===== config.mk =====
export PLATFORM = sky130hd
export DESIGN_NAME = rgb_moving_average
export DESIGN_NICKNAME = d
export VERILOG_FILES = /design/src/rtl/rgbma_pkg.sv /design/src/rtl/rgbma_div.sv /design/src/rtl/rgb_moving_average.sv
export SDC_FILE = /design/constraint.sdc
export NUM_CORES = 2
export LEC_CHECK = 0
export BUFFER_PORTS_ARGS = -buffer_cell sky130_fd_sc_hd__buf_2
export CORE_UTILIZATION = 60
export DETAILED_ROUTE_END_ITERATION = 6
export PLACE_DENSITY = 0.76
export SLEW_MARGIN = 20
export SYNTH_ARGS = -nofsm -noshare
export SYNTH_HDL_FRONTEND = slang
export SYNTH_SLANG_ARGS = --single-unit

===== constraint.sdc =====
create_clock -name clock -period 5.89 [get_ports clock]
set_clock_uncertainty 0.1 [all_clocks]
set_input_delay 0 -clock clock [delete_from_list [all_inputs] [get_ports clock]]
set_output_delay 0 -clock clock [all_outputs]
set_load 0.05 [all_outputs]

===== src/rtl/rgbma_pkg.sv =====
// ----------------------------------------------------------------------------
// RGB moving average package
// Shared widths, defaults and the sequencer state type.
// ----------------------------------------------------------------------------
package rgbma_pkg;

   // Width of one color channel sample and of one channel mean.
   localparam int CHAN_W = 8;

   // Width of the window length register as seen on the configuration port.
   localparam int WLEN_W = 7;

   // Number of color channels handled side by side.
   localparam int NUM_CHAN = 3;

   // Default depth of the sample store.
   localparam int MAX_WINDOW_DEF = 64;

   // Sequencer states of the top level.
   typedef enum logic [1:0] {
      ST_IDLE,
      ST_UPDATE,
      ST_DIVIDE
   } rgbma_state_type;

endpackage


===== src/rtl/rgbma_div.sv =====
// ----------------------------------------------------------------------------
// RGB moving average divider
// Restoring divider with one lane per color channel. All lanes share one
// divisor and one sequencer and retire one quotient bit per cycle.
// ----------------------------------------------------------------------------
module rgbma_div
   import rgbma_pkg::*;
#(
   parameter int SUM_W = 14,
   parameter int LEN_W = 7
) (
   input  logic              clock,
   input  logic              reset,
   input  logic              start,
   input  logic [LEN_W-1:0]  divisor,
   input  logic [SUM_W-1:0]  dividend [NUM_CHAN],
   output logic              done,
   output logic [CHAN_W-1:0] quotient [NUM_CHAN]
);

   localparam int CNT_W = (CHAN_W > 1) ? $clog2(CHAN_W) : 1;

   logic [SUM_W-1:0]  rem_ff [NUM_CHAN];
   logic [SUM_W-1:0]  rem_in [NUM_CHAN];
   logic [CHAN_W-1:0] quo_ff [NUM_CHAN];
   logic [CHAN_W-1:0] quo_in [NUM_CHAN];
   logic [SUM_W-1:0]  dsh_ff;
   logic [SUM_W-1:0]  dsh_in;
   logic [CNT_W-1:0]  cnt_ff;
   logic [CNT_W-1:0]  cnt_in;
   logic              busy_ff;
   logic              busy_in;
   logic              done_ff;
   logic              done_in;

   // One compare and subtract per lane against the shifted divisor.
   always_comb begin
      rem_in  = rem_ff;
      quo_in  = quo_ff;
      dsh_in  = dsh_ff;
      cnt_in  = cnt_ff;
      busy_in = busy_ff;
      done_in = done_ff;
      if (start) begin
         rem_in  = dividend;
         for (int k = 0; k < NUM_CHAN; k++) begin
            quo_in[k] = '0;
         end
         dsh_in  = SUM_W'(divisor) << (CHAN_W - 1);
         cnt_in  = '0;
         busy_in = 1'b1;
         done_in = 1'b0;
      end else if (busy_ff) begin
         for (int k = 0; k < NUM_CHAN; k++) begin
            if (rem_ff[k] >= dsh_ff) begin
               rem_in[k] = rem_ff[k] - dsh_ff;
               quo_in[k] = {quo_ff[k][CHAN_W-2:0], 1'b1};
            end else begin
               quo_in[k] = {quo_ff[k][CHAN_W-2:0], 1'b0};
            end
         end
         dsh_in = dsh_ff >> 1;
         cnt_in = cnt_ff + CNT_W'(1);
         if (cnt_ff == CNT_W'(CHAN_W - 1)) begin
            busy_in = 1'b0;
            done_in = 1'b1;
         end
      end
   end

   // Control registers.
   always_ff @(posedge clock) begin
      if (reset) begin
         busy_ff <= 1'b0;
         done_ff <= 1'b0;
         cnt_ff  <= '0;
      end else begin
         busy_ff <= busy_in;
         done_ff <= done_in;
         cnt_ff  <= cnt_in;
      end
   end

   // Datapath registers.
   always_ff @(posedge clock) begin
      rem_ff <= rem_in;
      quo_ff <= quo_in;
      dsh_ff <= dsh_in;
   end

   assign done     = done_ff;
   assign quotient = quo_ff;

endmodule


===== src/rtl/rgb_moving_average.sv =====
// ----------------------------------------------------------------------------
// RGB moving average
// Per-channel moving average of RGB samples over a programmable window.
// ----------------------------------------------------------------------------
// Usage:
//   The req channel carries one color sample per transaction (valid/stall).
//   Each sample replaces the oldest slot of a ring store of window_length
//   slots, and the rsp channel returns the truncated mean of each channel
//   over all slots; slots not yet written count as zero.
//   The csr channel (valid/ready) writes window_length; values are clamped
//   to 1..MAX_WINDOW, and a changed value empties the window. It is taken
//   only while no sample is in progress.
//   A sample passes through the store read and sum update, then the
//   bit-serial divider, and then the load of the output register that
//   raises rsp_valid. The sequencer returns to idle as the result loads
//   and only then takes the next sample, so the divider sets the rate.
//   The output register holds a finished result while rsp_stall is high;
//   a following result then waits in the divider.
//   Reset empties the window, sets window_length to 1 and drops any pending
//   result. The store itself is not swept: a wrap flag marks which slots
//   hold data since the window was last emptied.
// ----------------------------------------------------------------------------
module rgb_moving_average
   import rgbma_pkg::*;
#(
   parameter int MAX_WINDOW = MAX_WINDOW_DEF
) (
   input  logic              clock,
   input  logic              reset,
   // Sample input
   input  logic              req_valid,
   output logic              req_stall,
   input  logic [CHAN_W-1:0] req_red,
   input  logic [CHAN_W-1:0] req_green,
   input  logic [CHAN_W-1:0] req_blue,
   // Mean output
   output logic              rsp_valid,
   input  logic              rsp_stall,
   output logic [CHAN_W-1:0] rsp_avg_red,
   output logic [CHAN_W-1:0] rsp_avg_green,
   output logic [CHAN_W-1:0] rsp_avg_blue,
   // Window length register
   input  logic              csr_valid,
   output logic              csr_ready,
   input  logic [WLEN_W-1:0] csr_window_length
);

   localparam int POS_W = (MAX_WINDOW > 1) ? $clog2(MAX_WINDOW) : 1;
   localparam int WIN_W = $clog2(MAX_WINDOW + 1);
   localparam int SUM_W = $clog2(MAX_WINDOW * ((1 << CHAN_W) - 1) + 1);
   localparam int SMP_W = NUM_CHAN * CHAN_W;

   rgbma_state_type   state_ff;
   rgbma_state_type   state_in;
   logic [POS_W-1:0]  pos_ff;
   logic [POS_W-1:0]  pos_in;
   logic              wrap_ff;
   logic              wrap_in;
   logic [WIN_W-1:0]  win_ff;
   logic [WIN_W-1:0]  win_in;
   logic [SUM_W-1:0]  sum_ff [NUM_CHAN];
   logic [SUM_W-1:0]  sum_in [NUM_CHAN];
   logic [SMP_W-1:0]  smp_ff;
   logic [SMP_W-1:0]  rd_ff;
   logic              rsp_valid_ff;
   logic              rsp_valid_in;
   logic [CHAN_W-1:0] avg_ff [NUM_CHAN];

   logic [SMP_W-1:0]  mem [MAX_WINDOW];

   logic              req_accept;
   logic              csr_write;
   logic              rsp_load;
   logic              div_start;
   logic              div_done;
   logic [CHAN_W-1:0] div_quo [NUM_CHAN];
   logic [WIN_W-1:0]  csr_len;
   logic [WIN_W-1:0]  pos_inc;
   logic [CHAN_W-1:0] old_chan;

   assign req_stall  = (state_ff != ST_IDLE);
   assign csr_ready  = (state_ff == ST_IDLE);
   assign req_accept = req_valid && !req_stall;
   assign csr_write  = csr_valid && csr_ready;

   // Clamp the written window length into 1..MAX_WINDOW.
   always_comb begin
      if (csr_window_length == '0) begin
         csr_len = WIN_W'(1);
      end else if (32'(csr_window_length) > 32'(MAX_WINDOW)) begin
         csr_len = WIN_W'(MAX_WINDOW);
      end else begin
         csr_len = WIN_W'(csr_window_length);
      end
   end

   // Sequencer: next state, sum update and window bookkeeping.
   always_comb begin
      state_in     = state_ff;
      pos_in       = pos_ff;
      wrap_in      = wrap_ff;
      win_in       = win_ff;
      sum_in       = sum_ff;
      rsp_valid_in = rsp_valid_ff;
      rsp_load     = 1'b0;
      div_start    = 1'b0;
      old_chan     = '0;
      pos_inc      = WIN_W'(pos_ff) + WIN_W'(1);

      // The output register empties when its transaction completes.
      if (rsp_valid_ff && !rsp_stall) begin
         rsp_valid_in = 1'b0;
      end

      case (state_ff)
         ST_IDLE: begin
            if (req_accept) begin
               state_in = ST_UPDATE;
            end
         end
         ST_UPDATE: begin
            // Swap the oldest slot for the new sample in each running sum.
            for (int k = 0; k < NUM_CHAN; k++) begin
               old_chan  = wrap_ff ? rd_ff[k*CHAN_W +: CHAN_W] : '0;
               sum_in[k] = sum_ff[k] - SUM_W'(old_chan)
                         + SUM_W'(smp_ff[k*CHAN_W +: CHAN_W]);
            end
            if (pos_inc >= win_ff) begin
               pos_in  = '0;
               wrap_in = 1'b1;
            end else begin
               pos_in = POS_W'(pos_inc);
            end
            div_start = 1'b1;
            state_in  = ST_DIVIDE;
         end
         ST_DIVIDE: begin
            if (div_done && (!rsp_valid_ff || !rsp_stall)) begin
               rsp_load     = 1'b1;
               rsp_valid_in = 1'b1;
               state_in     = ST_IDLE;
            end
         end
         default: begin
            state_in = ST_IDLE;
         end
      endcase

      // A changed window length empties the window.
      if (csr_write && (csr_len != win_ff)) begin
         win_in  = csr_len;
         pos_in  = '0;
         wrap_in = 1'b0;
         for (int k = 0; k < NUM_CHAN; k++) begin
            sum_in[k] = '0;
         end
      end
   end

   // Control registers.
   always_ff @(posedge clock) begin
      if (reset) begin
         state_ff     <= ST_IDLE;
         pos_ff       <= '0;
         wrap_ff      <= 1'b0;
         win_ff       <= WIN_W'(1);
         rsp_valid_ff <= 1'b0;
         for (int k = 0; k < NUM_CHAN; k++) begin
            sum_ff[k] <= '0;
         end
      end else begin
         state_ff     <= state_in;
         pos_ff       <= pos_in;
         wrap_ff      <= wrap_in;
         win_ff       <= win_in;
         rsp_valid_ff <= rsp_valid_in;
         sum_ff       <= sum_in;
      end
   end

   // Sample capture and output register.
   always_ff @(posedge clock) begin
      if (req_accept) begin
         smp_ff <= {req_blue, req_green, req_red};
      end
      if (rsp_load) begin
         avg_ff <= div_quo;
      end
   end

   // Sample store: read the oldest slot on acceptance, overwrite it next cycle.
   always_ff @(posedge clock) begin
      if (req_accept) begin
         rd_ff <= mem[pos_ff];
      end
      if (state_ff == ST_UPDATE) begin
         mem[pos_ff] <= smp_ff;
      end
   end

   // Shared bit-serial divider for the three channel means.
   rgbma_div #(
      .SUM_W (SUM_W),
      .LEN_W (WIN_W)
   ) u_div (
      .clock    (clock),
      .reset    (reset),
      .start    (div_start),
      .divisor  (win_ff),
      .dividend (sum_in),
      .done     (div_done),
      .quotient (div_quo)
   );

   assign rsp_valid     = rsp_valid_ff;
   assign rsp_avg_red   = avg_ff[0];
   assign rsp_avg_green = avg_ff[1];
   assign rsp_avg_blue  = avg_ff[2];

endmodule


**Yosys cells after proc, flatten, opt, wreduce, memory -nomap -nowiden**

Memories as Yosys holds them, arrays and structs flattened. A register that Yosys moved wholly into a read port is not among the register bits.
Index checks and enable logic that the tools add are counted.

- Bits of input ports: 36
- Output and inout bits: 27
- Register bits after elaboration: 192
- Memory bits (writable): 1536
- Memories kept: 1
- Word-level logic and storage cells: 101

Memory list:

| memory | depth | width | read ports | clocked after Yosys merged registers in | write ports | line | RTL |
|---|---|---|---|---|---|---|---|
| mem | 64 | 24 | 1 | 1 | 1 | rgb_moving_average.sv:69 | `logic [SMP_W-1:0] mem [MAX_WINDOW];` |

- $lt $le $gt $ge: 5
- Eq/ne operators: 6
- Reductions and logical operators: 24
- Mux-type cells: 31
- Add/subtract/negate cells: 11

Operators by type and width:

| kind | count |
|---|---|
| 2-to-1 mux 42 bit | 4 |
| 2-to-1 mux 14 bit | 5 |
| adder 14 x 8 -> 14 bit | 3 |
| >= comparator 14 bit | 3 |
| subtractor 14 bit | 3 |
| subtractor 14 x 8 -> 14 bit | 3 |
| 2-to-1 mux 8 bit | 3 |
| 2-to-1 mux 7 bit | 2 |
| 2-to-1 mux 1 bit | 13 |
| AND reduction 2 bit | 6 |
| nonzero test 2 bit | 5 |
| adder 6 x 1 -> 7 bit, second input constant | 1 |
| >= comparator 7 bit | 1 |
| > comparator 7 bit, second input constant | 1 |
| zero test 7 bit | 1 |
| != test 7 bit | 1 |
| 2-to-1 mux 6 bit | 1 |
| one-hot mux 2 bit (3 select lines) | 1 |
| logical AND 1 bit | 5 |
| 2-to-1 mux 2 bit | 2 |
| OR reduction 2 bit | 2 |
| adder 3 x 1 -> 3 bit, second input constant | 1 |
| == test 3 bit, second input constant | 1 |
| zero test 1 bit | 3 |
| other kinds (6) | 6 |

**Longest topological paths before layout**

- Word-level depth: 7
- Mapped depth: 16
- Depth with buffers taken out: 13

**By module**

A second synthesis with hierarchy kept.

- Cells, all modules: 4606
- Area, all modules: 72464.5 µm²

By module, submodules not included:

| module | sequential area each (µm²) | times used | area each (µm²) | cells each |
|---|---|---|---|---|
| rgb_moving_average | 49467.4 | 1 | 67071.8 | 4037 |
| rgbma_div | 2192.1 | 1 | 5392.7 | 569 |

**Worst setup path before layout**

No wires, ideal clock.

- Path kind: register -> register
- Start point: register smp_ff[1]
- End point: register u_div.rem_ff[41] (netlist bit) (data pin)
- Arrival: 3.516 ns
- Setup slack: 2.002 ns
- Data required time: 5.518 ns
- Path buffers: 0
- Stages on the path, launching flop included: 12
- Period minus slack after synthesis: 3.888 ns
- Library setup time: 0.272 ns
- Path through: edfxtp_1 > inv_1 > fa_1 > inv_1 > ha_1 > a211oi_1 > nor2_1 > o311ai_0 > a211oi_1 > a21oi_1 > xnor2_1 > mux2i_1

RTL lines:

| what | line | RTL |
|---|---|---|
| start: declaration | rgb_moving_average.sv:63 | `logic [SMP_W-1:0] smp_ff;` |
| start signal: assignment | rgb_moving_average.sv:184 | `smp_ff <= {req_blue, req_green, req_red};` |
| end signal: assignment | rgbma_div.sv:86 | `rem_ff <= rem_in;` |
| end: declaration | rgbma_div.sv:23 | `logic [SUM_W-1:0] rem_ff [NUM_CHAN];` |

==> metrics <==
status complete, but fails checks; failing checks design-rule violations; # nets final 4756; HPWL after DPL 127900 um; Final Hold Vio Count 0; Ys Warns 0; Post-synth top cells edfxtp_1 (1657), nor2_1 (254), a21oi_1 (215); worst path arrival time 5.30 ns; Via-to-Cell Ratio 7.072; Max Cap Viol 0; cts repair resizes 0; root buffer cell clkbuf_16; drt initial violations 7783; Die Wd 345.7 um; Layout Area Growth over Synthesis 11.94%; DP Cell Count 5892; Synth Area in Compound Gates 10.12%; top cell type's share of synthesized area 70.22%; Total GRT Usage 35.80%; Skew-Pair Late Insertion Delay 0.81 ns; RSZ-0062 raised after global routing no; Routed WL per cell 34.26 um; Setup TNS 0 ns; count leader, synth edfxtp_1; Site Rows 125; io pins 63; XOR/XNOR Fraction of Synth Area 0.8158%; initial antenna violation count 27; Clock power frac 39.1%; Sink Count 1752; number of global-route vias before repair 42580; Comb power frac 8.2%; die area 119500 um2; # hold bufs at CTS 61; area of the multi-input gates 17650 um2; largest area contributor in the netlist edfxtp_1; post-synthesis sequential area ratio 72.90%; clock tree buffer depth 3; Final min period 4.880 ns; largest family of logic cells by synthesized area compound AO/OA/AOI/OAI gates; Switching Fraction 23.07%; Finished Layout Cells 6272; TritonCTS clock tree built; drt drc 17; Worst Path Max Fanout 38; Synth Flop Type edfxtp_1; synthesized area 70860 um2; Reg area 51670 um2; share of layout cells above drive strength 1 15.95%; power density over the cells 334.1 nW/um2; P_int 20390 uW; Slew HR 7.337%; Antenna Nets Post-Route 0; Unique masters post-synth 80; Critical Path, Cell by Cell buf_4 > mux4_2 > a221oi_1 > o21ai_0 > or4_1; CTS Buf Count 168; CORE AREA 116700 um2; largest net degree at the start of global routing 118; critical path type flop to flop; startpoint types flop; Clock Pin Slew Worst Setup and Hold Paths 0.06 ns; Simple-Gate Fraction of Synth Area 4.416%; fill cell count 7431; max incr delay on CP 1.13 ns; dpl ws 1.445 ns; Reg power frac 52.7%; starting density of the core 60.73%; area of all placed cells without fillers 79320 um2; Final Slew Violations 0; CTS H-tree depth 4; Max Fclk 204.9 MHz; number of flops mapped to enable cells by yosys 1657; total number of vias 44350; Synth area leaders edfxtp_1 (70%), mux4_2 (2.9%), dfxtp_1 (2.7%); family with the most delay on the worst path compound AO/OA/AOI/OAI gates; NetSw 6114 uW; Setup Buffers After CTS 0; adder-cell area share of the yosys netlist 2.423%; total grt overflow 0; multiplexer share of the synthesized area 6.717%; Net Count, Synth 4548; Post-synth ARST share 0%; Worst Slack Setup Final 1.010 ns; Final setup viols 0; first-pass GRT wire length 303200 um; Hold WC Path Type input port to flop; WL final 214900 um; syn_area_per_cell 16.14 um2; Worst VDD drop 0.3633 mV; Slowest-stage cell, CP a221oi_1; Lkg Pwr 0.02584 uW; Worst-Margin Slew 1.390 ns; cell area after placement 73470 um2; Die Y 345.7 um; worst path bufs/invs 1; post-layout util 67.98%; Worst Path Required 6.31 ns; Port Buffer Count 62; CP Capture Type flop; Period Utilization, post-route 82.85%; Synth Register Bits 1752; cells after synthesis 4391; DR pass1 iterations 7; Placer Congestion 0.9879
[kinds of logic after synthesis]
kind of cell,count (synthesis)
adders and majority gates,121
xor gates and xnor gates,66
muxes,350
buffers and inverters,404
DFF,1752
and+or+nand+nor,670
AOI/OAI and AO/OA,1028
[worst register-to-register path, stage by stage (launching register included)]
cell and delay (ns):
dfxtp_4 0.80, buf_4 0.58, mux4_2 0.58, a221oi_1 1.13
o21ai_0 0.72, or4_1 0.69
[per-stage QoR]
stage	power (uW)	hold WS [ns]
4_1_cts	26410	0.02836
5_1_grt	27130	0.06158
3_5_place_dp	16280	0.07809
2_1_floorplan	15590	-0.001131
6_report	26500	0.06041
3_3_place_gp	16240	0.07631
[final timing paths]
check	slack (ns)	from	cells after the start	endpoint
worst max-delay path	1.01	pos_ff[1]	5	rd_ff[9]
worst min-delay path	0.06	req_valid	4	state_ff[0]
worst max register to register	1.01	pos_ff[1]	5	rd_ff[9]
worst min register to register	0.33	u_div.quotient[23]	0	rsp_avg_red[7]
[power by group through the flow]
stage	clock [uW]	combinational [uW]	sequential [uW]
2_1_floorplan	0	1320	14300
3_3_place_gp	0	2010	14200
3_5_place_dp	0	2050	14200
4_1_cts	10300	2110	14000
5_1_grt	10800	2320	14000
6_report	10400	2170	14000
[flip-flops by register name, indices dropped and copies added (netlist names)]
name            flops
mem              1536
sum_ff             42
u_div.rem_ff       42
rd_ff              24
smp_ff             24
u_div.quotient     24
u_div.dsh_ff       14
rsp_avg_blue        8
rsp_avg_green       8
rsp_avg_red         8
win_ff              7
pos_ff              6
u_div.cnt_ff        3
state_ff            2
rsp_valid           1
u_div.busy_ff       1
u_div.done          1
wrap_ff             1
[final cells by class]
| class | instances | area share (%) |
|---|---|---|
| tap | 1524 | 2.404 |
| clock buffer | 220 | 5.758 |
| inverter | 153 | 0.7272 |
| multi-input combinational | 2235 | 22.25 |
| clock inverter | 84 | 0.7966 |
| antenna | 15 | 0.04732 |
| timing repair buffer | 289 | 2.874 |
| sequential | 1752 | 65.14 |
[routing by layer]
metal / GRT usage, % / up-vias / routed length, um
li1: - / 17880 / -
met1: 45.88 / 21760 / 71970
met2: 52.02 / 3790 / 92780
met3: 12.53 / 887 / 32820
met4: 23.51 / 34 / 17040
met5: 0 / - / 257
[cell usage in the layout, fill, tap and decap left out, drive strengths merged, types with 24 or more instances in the layout]
cell type / n
nand3: 40
xnor2: 42
nor2b: 28
o22ai: 64
a22o: 43
nand2b: 27
and2: 34
dlygate4sd3: 61
clkinv: 68
nand2: 163
mux4: 91
nor3: 30
a211oi: 25
mux2i: 165
inv: 159
ha: 94
dfxtp: 95
fa: 27
xor2: 24
edfxtp: 1657
nor2: 255
buf: 228
clkbuf: 220
o21ai: 141
mux2: 94
or3: 24
a21oi: 215
a221oi: 195
a22oi: 181
(Power assumes the default switching activity.)
